[src/rtl/core/gmt_pkg.sv]
// Shared types, codes and defaults of the gossip membership table.
package gmt_pkg;

  localparam int TABLE_ENTRIES_DEF = 16;
  localparam int PICK_W = 32;

  localparam logic [1:0] OP_TICK = 2'd0;
  localparam logic [1:0] OP_MSG  = 2'd1;
  localparam logic [1:0] OP_PING = 2'd2;
  localparam logic [1:0] OP_LIST = 2'd3;

  localparam logic [2:0] KIND_SYNC      = 3'd0;
  localparam logic [2:0] KIND_HEARTBEAT = 3'd1;
  localparam logic [2:0] KIND_LIST      = 3'd2;
  localparam logic [2:0] KIND_PONG      = 3'd3;
  localparam logic [2:0] KIND_FULL      = 3'd4;

  localparam logic [1:0] ST_ALIVE   = 2'd0;
  localparam logic [1:0] ST_SUSPECT = 2'd1;
  localparam logic [1:0] ST_DEAD    = 2'd2;

  localparam logic [1:0] REG_SELF_ID  = 2'd0;
  localparam logic [1:0] REG_SUSPECT  = 2'd1;
  localparam logic [1:0] REG_DEAD     = 2'd2;
  localparam logic [1:0] REG_INTERVAL = 2'd3;

  localparam logic [31:0] SUSPECT_RST  = 32'd15000;
  localparam logic [31:0] DEAD_RST     = 32'd30000;
  localparam logic [31:0] INTERVAL_RST = 32'd5000;

  typedef struct packed {
    logic [31:0] id;
    logic [31:0] ip;
    logic [15:0] port;
    logic [1:0]  status;
    logic [31:0] seen_ms;
    logic [63:0] incarnation;
    logic [63:0] cur_version;
    logic [63:0] top_version;
  } entry_t;

endpackage

[src/rtl/core/gmt_mod_unit.sv]
// Bit-serial remainder unit: random pick modulo eligible peer count.
module gmt_mod_unit
  import gmt_pkg::*;
#(
  parameter int DIV_W = 5
) (
  input  logic             clk,
  input  logic             rst,
  input  logic             go,
  input  logic [PICK_W-1:0] dividend,
  input  logic [DIV_W-1:0] divisor,
  output logic             done,
  output logic [DIV_W-1:0] rem
);

  localparam int STEP_W = $clog2(PICK_W + 1);

  logic [PICK_W-1:0] quo;
  logic [DIV_W-1:0]  div;
  logic [DIV_W:0]    acc;
  logic [DIV_W:0]    trial;
  logic [STEP_W-1:0] steps;
  logic              active;

  assign trial = {acc[DIV_W-1:0], quo[PICK_W-1]};
  assign rem   = acc[DIV_W-1:0];

  always_ff @(posedge clk) begin
    done <= 1'b0;
    if (rst) begin
      active <= 1'b0;
      steps  <= '0;
    end else if (go) begin
      active <= 1'b1;
      steps  <= STEP_W'(PICK_W);
      quo    <= dividend;
      div    <= divisor;
      acc    <= '0;
    end else if (active) begin
      quo   <= quo << 1;
      steps <= steps - 1'b1;
      if (trial >= {1'b0, div}) acc <= trial - {1'b0, div};
      else acc <= trial;
      if (steps == STEP_W'(1)) begin
        active <= 1'b0;
        done   <= 1'b1;
      end
    end
  end

endmodule

[src/rtl/core/gossip_membership_table_unit.sv]
// Gossip membership table: peer table memory, aging, target choice and merging.
// Header or list entry: slots are compared in turn until the id matches, then merged;
// a list entry with the own id is ignored. Tick: each occupied slot is aged, then
// the interval is tested; when gossip is due, the remainder unit and the target scan run.
// Results leave one per cycle; at most two per transaction; the receiver cannot stall.
// Synchronous reset empties the table (fill count zero) and restores register defaults.
module gossip_membership_table_unit
  import gmt_pkg::*;
#(
  parameter int TABLE_ENTRIES = TABLE_ENTRIES_DEF
) (
  input  logic        clk,
  input  logic        rst,
  input  logic        start,
  output logic        busy,
  input  logic        cfg_we,
  input  logic [1:0]  cfg_index,
  input  logic [31:0] cfg_data,
  input  logic [1:0]  operation,
  input  logic [31:0] now_ms,
  input  logic [31:0] peer_id,
  input  logic [31:0] peer_ip,
  input  logic [15:0] peer_port,
  input  logic [1:0]  peer_state,
  input  logic [63:0] peer_incarnation,
  input  logic [63:0] peer_current_version,
  input  logic [63:0] peer_highest_version,
  input  logic [63:0] local_version,
  input  logic [31:0] random_pick,
  input  logic [3:0]  list_roll,
  output logic        strobe,
  output logic [2:0]  kind,
  output logic [31:0] dest_ip,
  output logic [15:0] dest_port,
  output logic [63:0] range_first,
  output logic [63:0] range_last,
  output logic        last
);

  localparam int IDX_W = $clog2(TABLE_ENTRIES);
  localparam int CNT_W = $clog2(TABLE_ENTRIES + 1);

  localparam logic [2:0] S_IDLE  = 3'd0;
  localparam logic [2:0] S_RD    = 3'd1;
  localparam logic [2:0] S_EV    = 3'd2;
  localparam logic [2:0] S_GOSS  = 3'd3;
  localparam logic [2:0] S_MOD   = 3'd4;
  localparam logic [2:0] S_APPLY = 3'd5;
  localparam logic [2:0] S_EMIT  = 3'd6;

  localparam logic [1:0] M_AGE  = 2'd0;
  localparam logic [1:0] M_FIND = 2'd1;
  localparam logic [1:0] M_LOOK = 2'd2;

  logic [2:0]  state;
  logic [1:0]  mode;
  logic [31:0] self_id, suspect_ms, dead_ms, interval_ms, last_gossip;

  logic [1:0]  op_l, pst_l;
  logic [31:0] now_l, id_l, ip_l, pick_l;
  logic [15:0] port_l;
  logic [63:0] inc_l, cur_l, top_l, local_l;
  logic        roll_zero, due;

  logic [CNT_W-1:0] fill, idx, cnt, seen;
  logic [CNT_W-1:0] idx_inc;
  logic [IDX_W-1:0] hit_slot;
  logic        hit;
  entry_t      ent;

  entry_t      mem [TABLE_ENTRIES];
  entry_t      rd_data;
  logic        mem_we;
  logic [IDX_W-1:0] mem_waddr;
  entry_t      mem_wdata;

  logic        p_full, p_sync, p_pong, p_hb, p_list;
  logic [31:0] tgt_ip;
  logic [15:0] tgt_port;

  logic        mod_go;
  logic        mod_done;
  logic [CNT_W-1:0] mod_rem;

  entry_t      aged;
  logic [31:0] age;
  logic        rd_elig;
  logic        room;

  assign busy    = (state != S_IDLE);
  assign idx_inc = idx + 1'b1;
  assign room    = (fill < CNT_W'(TABLE_ENTRIES));
  assign age     = now_l - rd_data.seen_ms;
  assign rd_elig = (rd_data.id != self_id) && (rd_data.status != ST_DEAD);

  always_comb begin
    aged = rd_data;
    if (rd_data.id != self_id) begin
      if (rd_data.status == ST_ALIVE && age > suspect_ms) aged.status = ST_SUSPECT;
      else if (rd_data.status == ST_SUSPECT && age > dead_ms) aged.status = ST_DEAD;
    end
  end

  always_ff @(posedge clk) begin
    if (mem_we) mem[mem_waddr] <= mem_wdata;
    rd_data <= mem[idx[IDX_W-1:0]];
  end

  gmt_mod_unit #(.DIV_W(CNT_W)) u_mod (
    .clk      (clk),
    .rst      (rst),
    .go       (mod_go),
    .dividend (pick_l),
    .divisor  (cnt),
    .done     (mod_done),
    .rem      (mod_rem)
  );

  always_ff @(posedge clk) begin
    mem_we <= 1'b0;
    mod_go <= 1'b0;
    strobe <= 1'b0;
    if (rst) begin
      state       <= S_IDLE;
      mode        <= M_AGE;
      fill        <= '0;
      last_gossip <= '0;
      self_id     <= '0;
      suspect_ms  <= SUSPECT_RST;
      dead_ms     <= DEAD_RST;
      interval_ms <= INTERVAL_RST;
      p_full <= 1'b0; p_sync <= 1'b0; p_pong <= 1'b0; p_hb <= 1'b0; p_list <= 1'b0;
      idx <= '0; cnt <= '0; seen <= '0; hit <= 1'b0;
    end else begin
      if (cfg_we) begin
        unique case (cfg_index)
          REG_SELF_ID:  self_id     <= cfg_data;
          REG_SUSPECT:  suspect_ms  <= cfg_data;
          REG_DEAD:     dead_ms     <= cfg_data;
          REG_INTERVAL: interval_ms <= cfg_data;
          default: ;
        endcase
      end
      unique case (state)
        S_IDLE: begin
          if (start) begin
            op_l <= operation; now_l <= now_ms; id_l <= peer_id; ip_l <= peer_ip;
            port_l <= peer_port; pst_l <= peer_state; inc_l <= peer_incarnation;
            cur_l <= peer_current_version; top_l <= peer_highest_version;
            local_l <= local_version; pick_l <= random_pick;
            roll_zero <= (list_roll == 4'd0);
            due <= ((now_ms - last_gossip) >= interval_ms);
            idx <= '0; cnt <= '0; hit <= 1'b0;
            if (operation == OP_TICK) begin
              mode  <= M_AGE;
              state <= (fill == '0) ? S_GOSS : S_RD;
            end else if (operation == OP_LIST && peer_id == self_id) begin
              state <= S_EMIT;
            end else begin
              mode  <= M_LOOK;
              state <= (fill == '0) ? S_APPLY : S_RD;
            end
          end
        end
        S_RD: state <= S_EV;
        S_EV: begin
          state <= S_RD;
          idx   <= idx_inc;
          case (mode)
            M_AGE: begin
              mem_we    <= 1'b1;
              mem_waddr <= idx[IDX_W-1:0];
              mem_wdata <= aged;
              if (aged.id != self_id && aged.status != ST_DEAD) cnt <= cnt + 1'b1;
              if (idx_inc == fill) state <= S_GOSS;
            end
            M_FIND: begin
              if (rd_elig) begin
                seen <= seen + 1'b1;
                if (seen == cnt) begin
                  tgt_ip   <= rd_data.ip;
                  tgt_port <= rd_data.port;
                  p_hb     <= (rd_data.ip != '0);
                  p_list   <= (rd_data.ip != '0) && roll_zero;
                  state    <= S_EMIT;
                end
              end
            end
            default: begin
              if (rd_data.id == id_l) begin
                hit      <= 1'b1;
                ent      <= rd_data;
                hit_slot <= idx[IDX_W-1:0];
                state    <= S_APPLY;
              end else if (idx_inc == fill) begin
                state <= S_APPLY;
              end
            end
          endcase
        end
        S_GOSS: begin
          if (!due) begin
            state <= S_EMIT;
          end else begin
            last_gossip <= now_l;
            if (cnt == '0) state <= S_EMIT;
            else begin
              mod_go <= 1'b1;
              state  <= S_MOD;
            end
          end
        end
        S_MOD: begin
          if (mod_done) begin
            cnt   <= mod_rem;
            seen  <= '0;
            idx   <= '0;
            mode  <= M_FIND;
            state <= S_RD;
          end
        end
        S_APPLY: begin
          state <= S_EMIT;
          mem_wdata.id      <= id_l;
          mem_wdata.ip      <= ip_l;
          mem_wdata.port    <= port_l;
          // a listed peer already known keeps its last-seen time
          mem_wdata.seen_ms <= (op_l == OP_LIST && hit) ? ent.seen_ms : now_l;
          mem_wdata.incarnation <= inc_l;
          mem_wdata.cur_version <= cur_l;
          if (op_l != OP_LIST) begin
            mem_wdata.status      <= ST_ALIVE;
            mem_wdata.top_version <= (hit && ent.top_version >= cur_l) ?
                                     ent.top_version : cur_l;
            p_pong <= (op_l == OP_PING);
            if (hit) begin
              mem_we <= 1'b1; mem_waddr <= hit_slot; p_sync <= (cur_l > local_l);
            end else if (room) begin
              mem_we <= 1'b1; mem_waddr <= fill[IDX_W-1:0]; fill <= fill + 1'b1;
              p_sync <= (cur_l > local_l);
            end else begin
              p_full <= 1'b1;
            end
          end else begin
            mem_wdata.status      <= pst_l;
            mem_wdata.top_version <= top_l;
            if (hit) begin
              p_sync <= (cur_l > local_l);
              if (ent.incarnation < inc_l) begin
                mem_we <= 1'b1; mem_waddr <= hit_slot;
              end
            end else if (pst_l != ST_DEAD) begin
              if (room) begin
                mem_we <= 1'b1; mem_waddr <= fill[IDX_W-1:0]; fill <= fill + 1'b1;
                p_sync <= (cur_l > local_l);
              end else begin
                p_full <= 1'b1;
              end
            end
          end
        end
        S_EMIT: begin
          kind <= KIND_SYNC; dest_ip <= '0; dest_port <= '0;
          range_first <= '0; range_last <= '0;
          if (p_full) begin
            strobe <= 1'b1; kind <= KIND_FULL; p_full <= 1'b0;
            last <= !(p_sync || p_pong || p_hb || p_list);
          end else if (p_sync) begin
            strobe <= 1'b1; kind <= KIND_SYNC; p_sync <= 1'b0;
            range_first <= local_l + 64'd1; range_last <= cur_l;
            last <= !(p_pong || p_hb || p_list);
          end else if (p_pong) begin
            strobe <= 1'b1; kind <= KIND_PONG; p_pong <= 1'b0;
            dest_ip <= ip_l; dest_port <= port_l;
            last <= !(p_hb || p_list);
          end else if (p_hb) begin
            strobe <= 1'b1; kind <= KIND_HEARTBEAT; p_hb <= 1'b0;
            dest_ip <= tgt_ip; dest_port <= tgt_port;
            last <= !p_list;
          end else if (p_list) begin
            strobe <= 1'b1; kind <= KIND_LIST; p_list <= 1'b0;
            dest_ip <= tgt_ip; dest_port <= tgt_port;
            last <= 1'b1;
          end else begin
            state <= S_IDLE;
          end
        end
        default: state <= S_IDLE;
      endcase
    end
  end

`ifndef SYNTHESIS
  a_fill_bound: assert property (@(posedge clk) disable iff (rst)
    fill <= CNT_W'(TABLE_ENTRIES)) else $error("fill count beyond table");
  a_strobe_busy: assert property (@(posedge clk) disable iff (rst)
    strobe |-> busy) else $error("result outside a transaction");
  a_last_closes: assert property (@(posedge clk) disable iff (rst)
    strobe && last |=> !strobe) else $error("result after final result");
  a_start_busy: assert property (@(posedge clk) disable iff (rst)
    start && !busy |=> busy) else $error("accepted transaction not taken up");
`endif

endmodule

[config.mk]
export PLATFORM = sky130hd
export DESIGN_NAME = gossip_membership_table_unit
export DESIGN_NICKNAME = d
export VERILOG_FILES = /design/src/rtl/core/gmt_pkg.sv /design/src/rtl/core/gmt_mod_unit.sv /design/src/rtl/core/gossip_membership_table_unit.sv
export SDC_FILE = /design/constraint.sdc
export NUM_CORES = 2
export LEC_CHECK = 0
export BUFFER_PORTS_ARGS = -buffer_cell sky130_fd_sc_hd__buf_4
export CAP_MARGIN = 20
export CORE_MARGIN = 5
export CORE_UTILIZATION = 25
export CTS_CLUSTER_DIAMETER = 40
export DETAILED_ROUTE_END_ITERATION = 7
export GPL_ROUTABILITY_DRIVEN = 0
export PLACE_DENSITY = 0.36
export SETUP_SLACK_MARGIN = 0.05
export SLEW_MARGIN = 20
export SYNTH_ARGS = -nofsm -noshare
export SYNTH_HDL_FRONTEND = slang
export SYNTH_MEMORY_MAX_BITS = 65536
export SYNTH_SLANG_ARGS = --single-unit
[constraint.sdc]
create_clock -name clk -period 17.49 [get_ports clk]
set_clock_uncertainty 0.1 [all_clocks]
set_input_delay 2.6235 -clock clk [delete_from_list [all_inputs] [get_ports clk]]
set_output_delay 2.6235 -clock clk [all_outputs]
set_load 0.02 [all_outputs]
# Word-level counts from Yosys, hierarchy flattened
# Memory sizes are Yosys's and may differ from the RTL's. A register that Yosys moved wholly into a read port is not among the register bits.
# Index checks and enable logic that the tools add are counted.
classes:
  n_eq_ne: 44
  n_mux: 133
  bitwise: 8
  add_sub_neg: 9
  order_cmp: 8
  n_reduce_logical: 71
op_table:
  columns: ["operator", "count"]
  rows:
  - ["$pmux W306 S2", 1]
  - ["$mux W306", 1]
  - ["$mux W32", 6]
  - ["$mux W64", 2]
  - ["$mux W5", 14]
  - ["$add A64 B1 Y64 const B", 1]
  - ["$eq A32 B32 Y1", 2]
  - ["$ge A64 B64 Y1", 1]
  - ["$gt A32 B32 Y1", 2]
  - ["$gt A64 B64 Y1", 1]
  - ["$lt A64 B64 Y1", 1]
  - ["$sub A32 B32 Y32", 2]
  - ["$mux W1", 54]
  - ["$mux W16", 3]
  - ["$mux W3", 14]
  - ["$ne A2 B2 Y1 const B", 19]
  - ["$ge A32 B32 Y1", 1]
  - ["$ne A32 B32 Y1", 1]
  - ["$reduce_bool A32 Y1", 1]
  - ["$mux W2", 15]
  - ["$pmux W5 S3", 2]
  - ["$mux W4", 7]
  - ["$pmux W3 S7", 1]
  - ["$reduce_and A3 Y1", 7]
  - ["39 further kinds", 114]
word_totals:
  register_bits: 1352
  input_bits: 446
  memories: 1
  elab_cells: 336
  ramBits: 4896
memory_table:
  columns: ["memory", "words", "word_bits", "rd", "rd_ports_with_merged_regs", "wr", "line", "text"]
  rows:
  - ["mem", 16, 306, 1, 1, 1, "gossip_membership_table_unit.sv:71", "entry_t mem [TABLE_ENTRIES];"]

# Depth between registers and ports, before layout
depth:
  depth_word: 11
  ltp_mapped: 23

# Modules after synthesis
# Synthesis repeated with hierarchy kept, for this count alone.
unflattened:
  hier_cells: 8521
  area_unflattened_um2: 160204.9
by_module_without_submodules:
  columns: ["module", "cells_each", "area_each_um2", "n_inst"]
  rows:
  - ["gossip_membership_table_unit", 8368, 157951.5, 1]
  - ["gmt_mod_unit", 153, 2253.4, 1]

# Worst setup path after synthesis
# Ideal clock, no wire load.
synth_path:
  path_type: "input to register"
  startpoint: "input rst"
  endpoint: "register cur_l[0], enable pin"
  arrival_time_ps: 17216
  required_ps: 16338
  stages: 3
  setup_slack_ps: -878
  cell_sequence: "clkbuf_1 > buf_1 > nor2_1"
synth_between:
  elab_chain_cells: 2
synth_rtl:
  columns: ["element", "line", "text"]
  rows:
  - ["from (decl)", "gossip_membership_table_unit.sv:13", "input logic rst,"]
  - ["$not A1 Y1 (no source line)", null, null]
  - ["$reduce_and A3 Y1 (no source line)", null, null]
  - ["to (signal assigned)", "gossip_membership_table_unit.sv:149", "cur_l <= peer_current_version; top_l <= peer_highest_version;"]
  - ["to (decl)", "gossip_membership_table_unit.sv:62", "logic [63:0] inc_l, cur_l, top_l, local_l;"]
# No other way between the ends.
# A chain may end at the register's enable or synchronous reset.

# Worst setup path in the final report
layout_path:
  startpoint: "input now_ms[0]"
  endpoint: "register due, data pin"
layout_between:
  elab_chain_cells: 2
layout_rtl:
  columns: ["element", "line", "text"]
  rows:
  - ["from (decl)", "gossip_membership_table_unit.sv:20", "input logic [31:0] now_ms,"]
  - ["$sub A32 B32 Y32", "gossip_membership_table_unit.sv:152", "due <= ((now_ms - last_gossip) >= interval_ms);"]
  - ["$ge A32 B32 Y1", "gossip_membership_table_unit.sv:152", null]
  - ["to (signal assigned)", "gossip_membership_table_unit.sv:152", null]
  - ["to (decl)", "gossip_membership_table_unit.sv:63", "logic roll_zero, due;"]
# No other way between the ends.

==> reports/qor.yml <==
routing:
  vias_per_cell: 4.52
  final_antenna_net_count: 0
  drtIter0Drc: 5986
  drc: 0
  dr.pass1.iters: 6
  wl_per_cell_um: 27.4
  dr_total_vias: 85370
  wirelength_um: 519000
yosys:
  synthCells: 8558
  synth_top_cells_by_count: "edfxtp_1, mux4_2, nand2_1, dfxtp_1, inv_1"
  synth_top_area_cell: "edfxtp_1"
  yosysWarningCount: 0
  ys_types: 78
  yosysMostFrequentCell: "edfxtp_1"
  synth-main-ff-cell: "edfxtp_1"
  synth-seq-cells: 4122
  synth_area_um2: 160000
  async_flop_share_pct: 0
  synthTopCellsByArea: "edfxtp_1, mux4_2, dfxtp_1"
  synth_top_area_share_pct: 70.1
  yosysSeqAreaShare_pct: 74.8
  synthesis.nets: 9306
  synth.avg_cell_area_um2: 18.7
  synth_edf_count: 3742
sta:
  period_share_pct: 38.3
  setup_tns_ps: 0
  relSlewSlack_pct: 27.4
  fin_crit_ps: 6690
  fin_hold_ws_ps: 305
  max_freq_mhz: 149
  timing.final.ws_setup_ps: 10800
  report.final.slew_viol_count: 0
  worstMarginPinSlew_ps: 1090
  setup_violations: 0
  rsz0062_at_grt: "no"
  hold_viol: 0
clock_network:
  clockRootBuffer: "clkbuf_16"
  cts_buffers: 732
  path_clk_slew_ps: 50
  post_cts_resized: 0
  cts_setup_buffers: 0
  clock_path_buffers: 4
  cts_num_sinks: 4122
  h-tree-depth: 6
  cts_tree: "built"
  clock_latency_ps: 1070
  cts_hold_buf: 0
finish:
  drive_gt1_share_pct: 28.4
  syn_to_final_growth_pct: 25.6
  fin_util_pct: 31.5
  design_area_um2: 201000
  layout.nets: 10402
  num-fill-cells: 61973
  final_cell_count_no_fill: 18904
global_route:
  grt_use_total_pct: 15.4
  first_global_vias: 90468
  grt.overflow.total: 0
  grt_pass1_wl_um: 721000
  grt_max_degree: 118
  antenna_found_initial: 84
setup_path:
  endpoint: "due$_DFFE_PP_"
  reg2reg_from: "now_l[1]$_DFFE_PP_"
  reg2reg_slack_ps: 11440
  worstSetupPathType: "in -> reg"
  worst_ep_required_time_ps: 18160
  r2r_cells: 17
  critPathMaxFanout: 3
  worstSetupStartpoint: "now_ms[0]"
  arrival_ps: 7360
  critPathCaptureType: "register"
  regToRegEndpoint: "mem_wdata[225]$_DFFE_PP_"
  startpoint_type: "input pin"
placement:
  dpl-instance-area_um2: 176000
  dp_slack_ps: 9780
  numPlacedInstances: 17504
  io_buffer_count: 563
  dp_hpwl_um: 303000
power_and_ir_drop:
  p_sw_share_pct: 25.5
  p_sw_mw: 7.55
  p_per_area_nw_per_um2: 147
  combinationalPowerShare_pct: 10.2
  intPower_mw: 22.0
  clockPowerShare_pct: 49.0
  p_leak_nw: 66.7
  peakVddDrop_uv: 108
  finalPower_mw: 29.6
  seq_power_share_pct: 40.8
flow_run:
  maxCapViolations: 0
floorplanning:
  die_width_um: 811
  coreArea_um2: 640000
  io-pin-count: 628
  initial_utilization_pct: 25.0
  die_height_um: 811
  row_count: 294
  die_area_um2: 658000
hold_path:
  hold_class: "reg -> reg"
run_status:
  status: "finished clean"
-- state kept, by name, indices dropped and copies added, names as in the netlist, 16 cells and up --
signal       count
mem           2848
mem_wdata      178
aged           176
ent             96
cur_l           64
inc_l           64
local_l         64
range_first     64
range_last      64
dead_ms         32
dest_ip         32
id_l            32
interval_ms     32
ip_l            32
last_gossip     32
now_l           32
pick_l          32
self_id         32
suspect_ms      32
tgt_ip          32
u_mod.quo       32
dest_port       16
port_l          16
tgt_port        16
-- cell type report --
cell class	instances	area [µm²]	area share, %
diodes	24	60.1	0.0298
clock buffers	842	19100	9.51
clock inverters	534	6310	3.13
inverters	320	1200	0.596
multi-input cells	3755	38100	18.9
flip-flops and latches	4122	120000	59.6
well taps	8584	10700	5.33
repair buffers	723	5880	2.92
-- per-layer routing --
| metal | up-vias | track usage [%] | wire (µm) | share of wire (%) |
|---|---|---|---|---|
| li1 | 36428 | - | - | - |
| met5 | - | 0 | 175 | 0.034 |
| met4 | 28 | 3.48 | 11800 | 2.3 |
| met3 | 774 | 2.56 | 24100 | 4.6 |
| met2 | 2226 | 25.4 | 247000 | 48 |
| met1 | 45914 | 21.2 | 236000 | 45 |
-- worst min path at each step --
stage	slack [ps]	end	from	cells past startpoint
finish	300	tgt_port[14]$_DFFE_PP_	aged[240]$_DFF_P_	0
floorplan	310	hit_slot[2]$_DFFE_PP_	idx[2]$_SDFFE_PP0P_	0
detailed placement	320	ent[134]$_DFFE_PP_	aged[134]$_DFF_P_	0
global placement	310	ent[164]$_DFFE_PP_	aged[164]$_DFF_P_	0
global route	320	tgt_port[14]$_DFFE_PP_	aged[240]$_DFF_P_	0
CTS	310	tgt_port[14]$_DFFE_PP_	aged[240]$_DFF_P_	0
-- power by group through the flow --
| stage | Combinational (mW) | Sequential [mW] | Clock [mW] |
|---|---|---|---|
| 2_1_floorplan | 2.03 | 12.1 | 0 |
| 3_3_place_gp | 3.10 | 12.2 | 0 |
| 3_5_place_dp | 3.10 | 12.3 | 0 |
| 4_1_cts | 3.12 | 12.1 | 14.9 |
| 5_1_grt | 3.33 | 12.1 | 15.4 |
| 6_report | 3.02 | 12.1 | 14.5 |
-- logic make-up (layout without fill, tap and decap cells) --
logic type	Yosys count	count (layout)	share of synthesized area [%]
flops	4122	4122	74.8
simple gates	1441	1441	4.09
mux	962	962	12.8
compound gates	827	827	3.17
buf+inv	681	2419	1.59
fa+ha+maj	303	303	2.38
xor+xnor	222	222	1.21
other cells	0	24	0
-- cell usage in the layout, fill, tap and decap left out, types with 238 or more instances in the layout --
cell	Yosys	final
buf_4	0	687
inv_1	320	320
nand2_1	731	731
mux4_2	863	863
ha_1	299	299
clkbuf_16	0	739
a21oi_1	302	301
dfxtp_1	380	374
nor2_1	256	238
edfxtp_1	3742	3742
-- worst max-delay path: stages --
cell and delay (ps):
buf_4 140, inv_1 80, ha_1 180, inv_1 60, fa_1 420, a211oi_1 320
o21ai_0 170, or3b_2 300, o211ai_1 170, and2_1 210, o21ai_0 210, nand2b_1 80
a21oi_1 190, xnor2_1 110, ha_1 190, a21o_1 170, a21o_1 170, a21o_1 180
a21o_1 170, a21o_1 170, a21o_1 200, a221o_1 300, a31o_2 220, a221o_1 320
(Power assumes the default switching activity.)
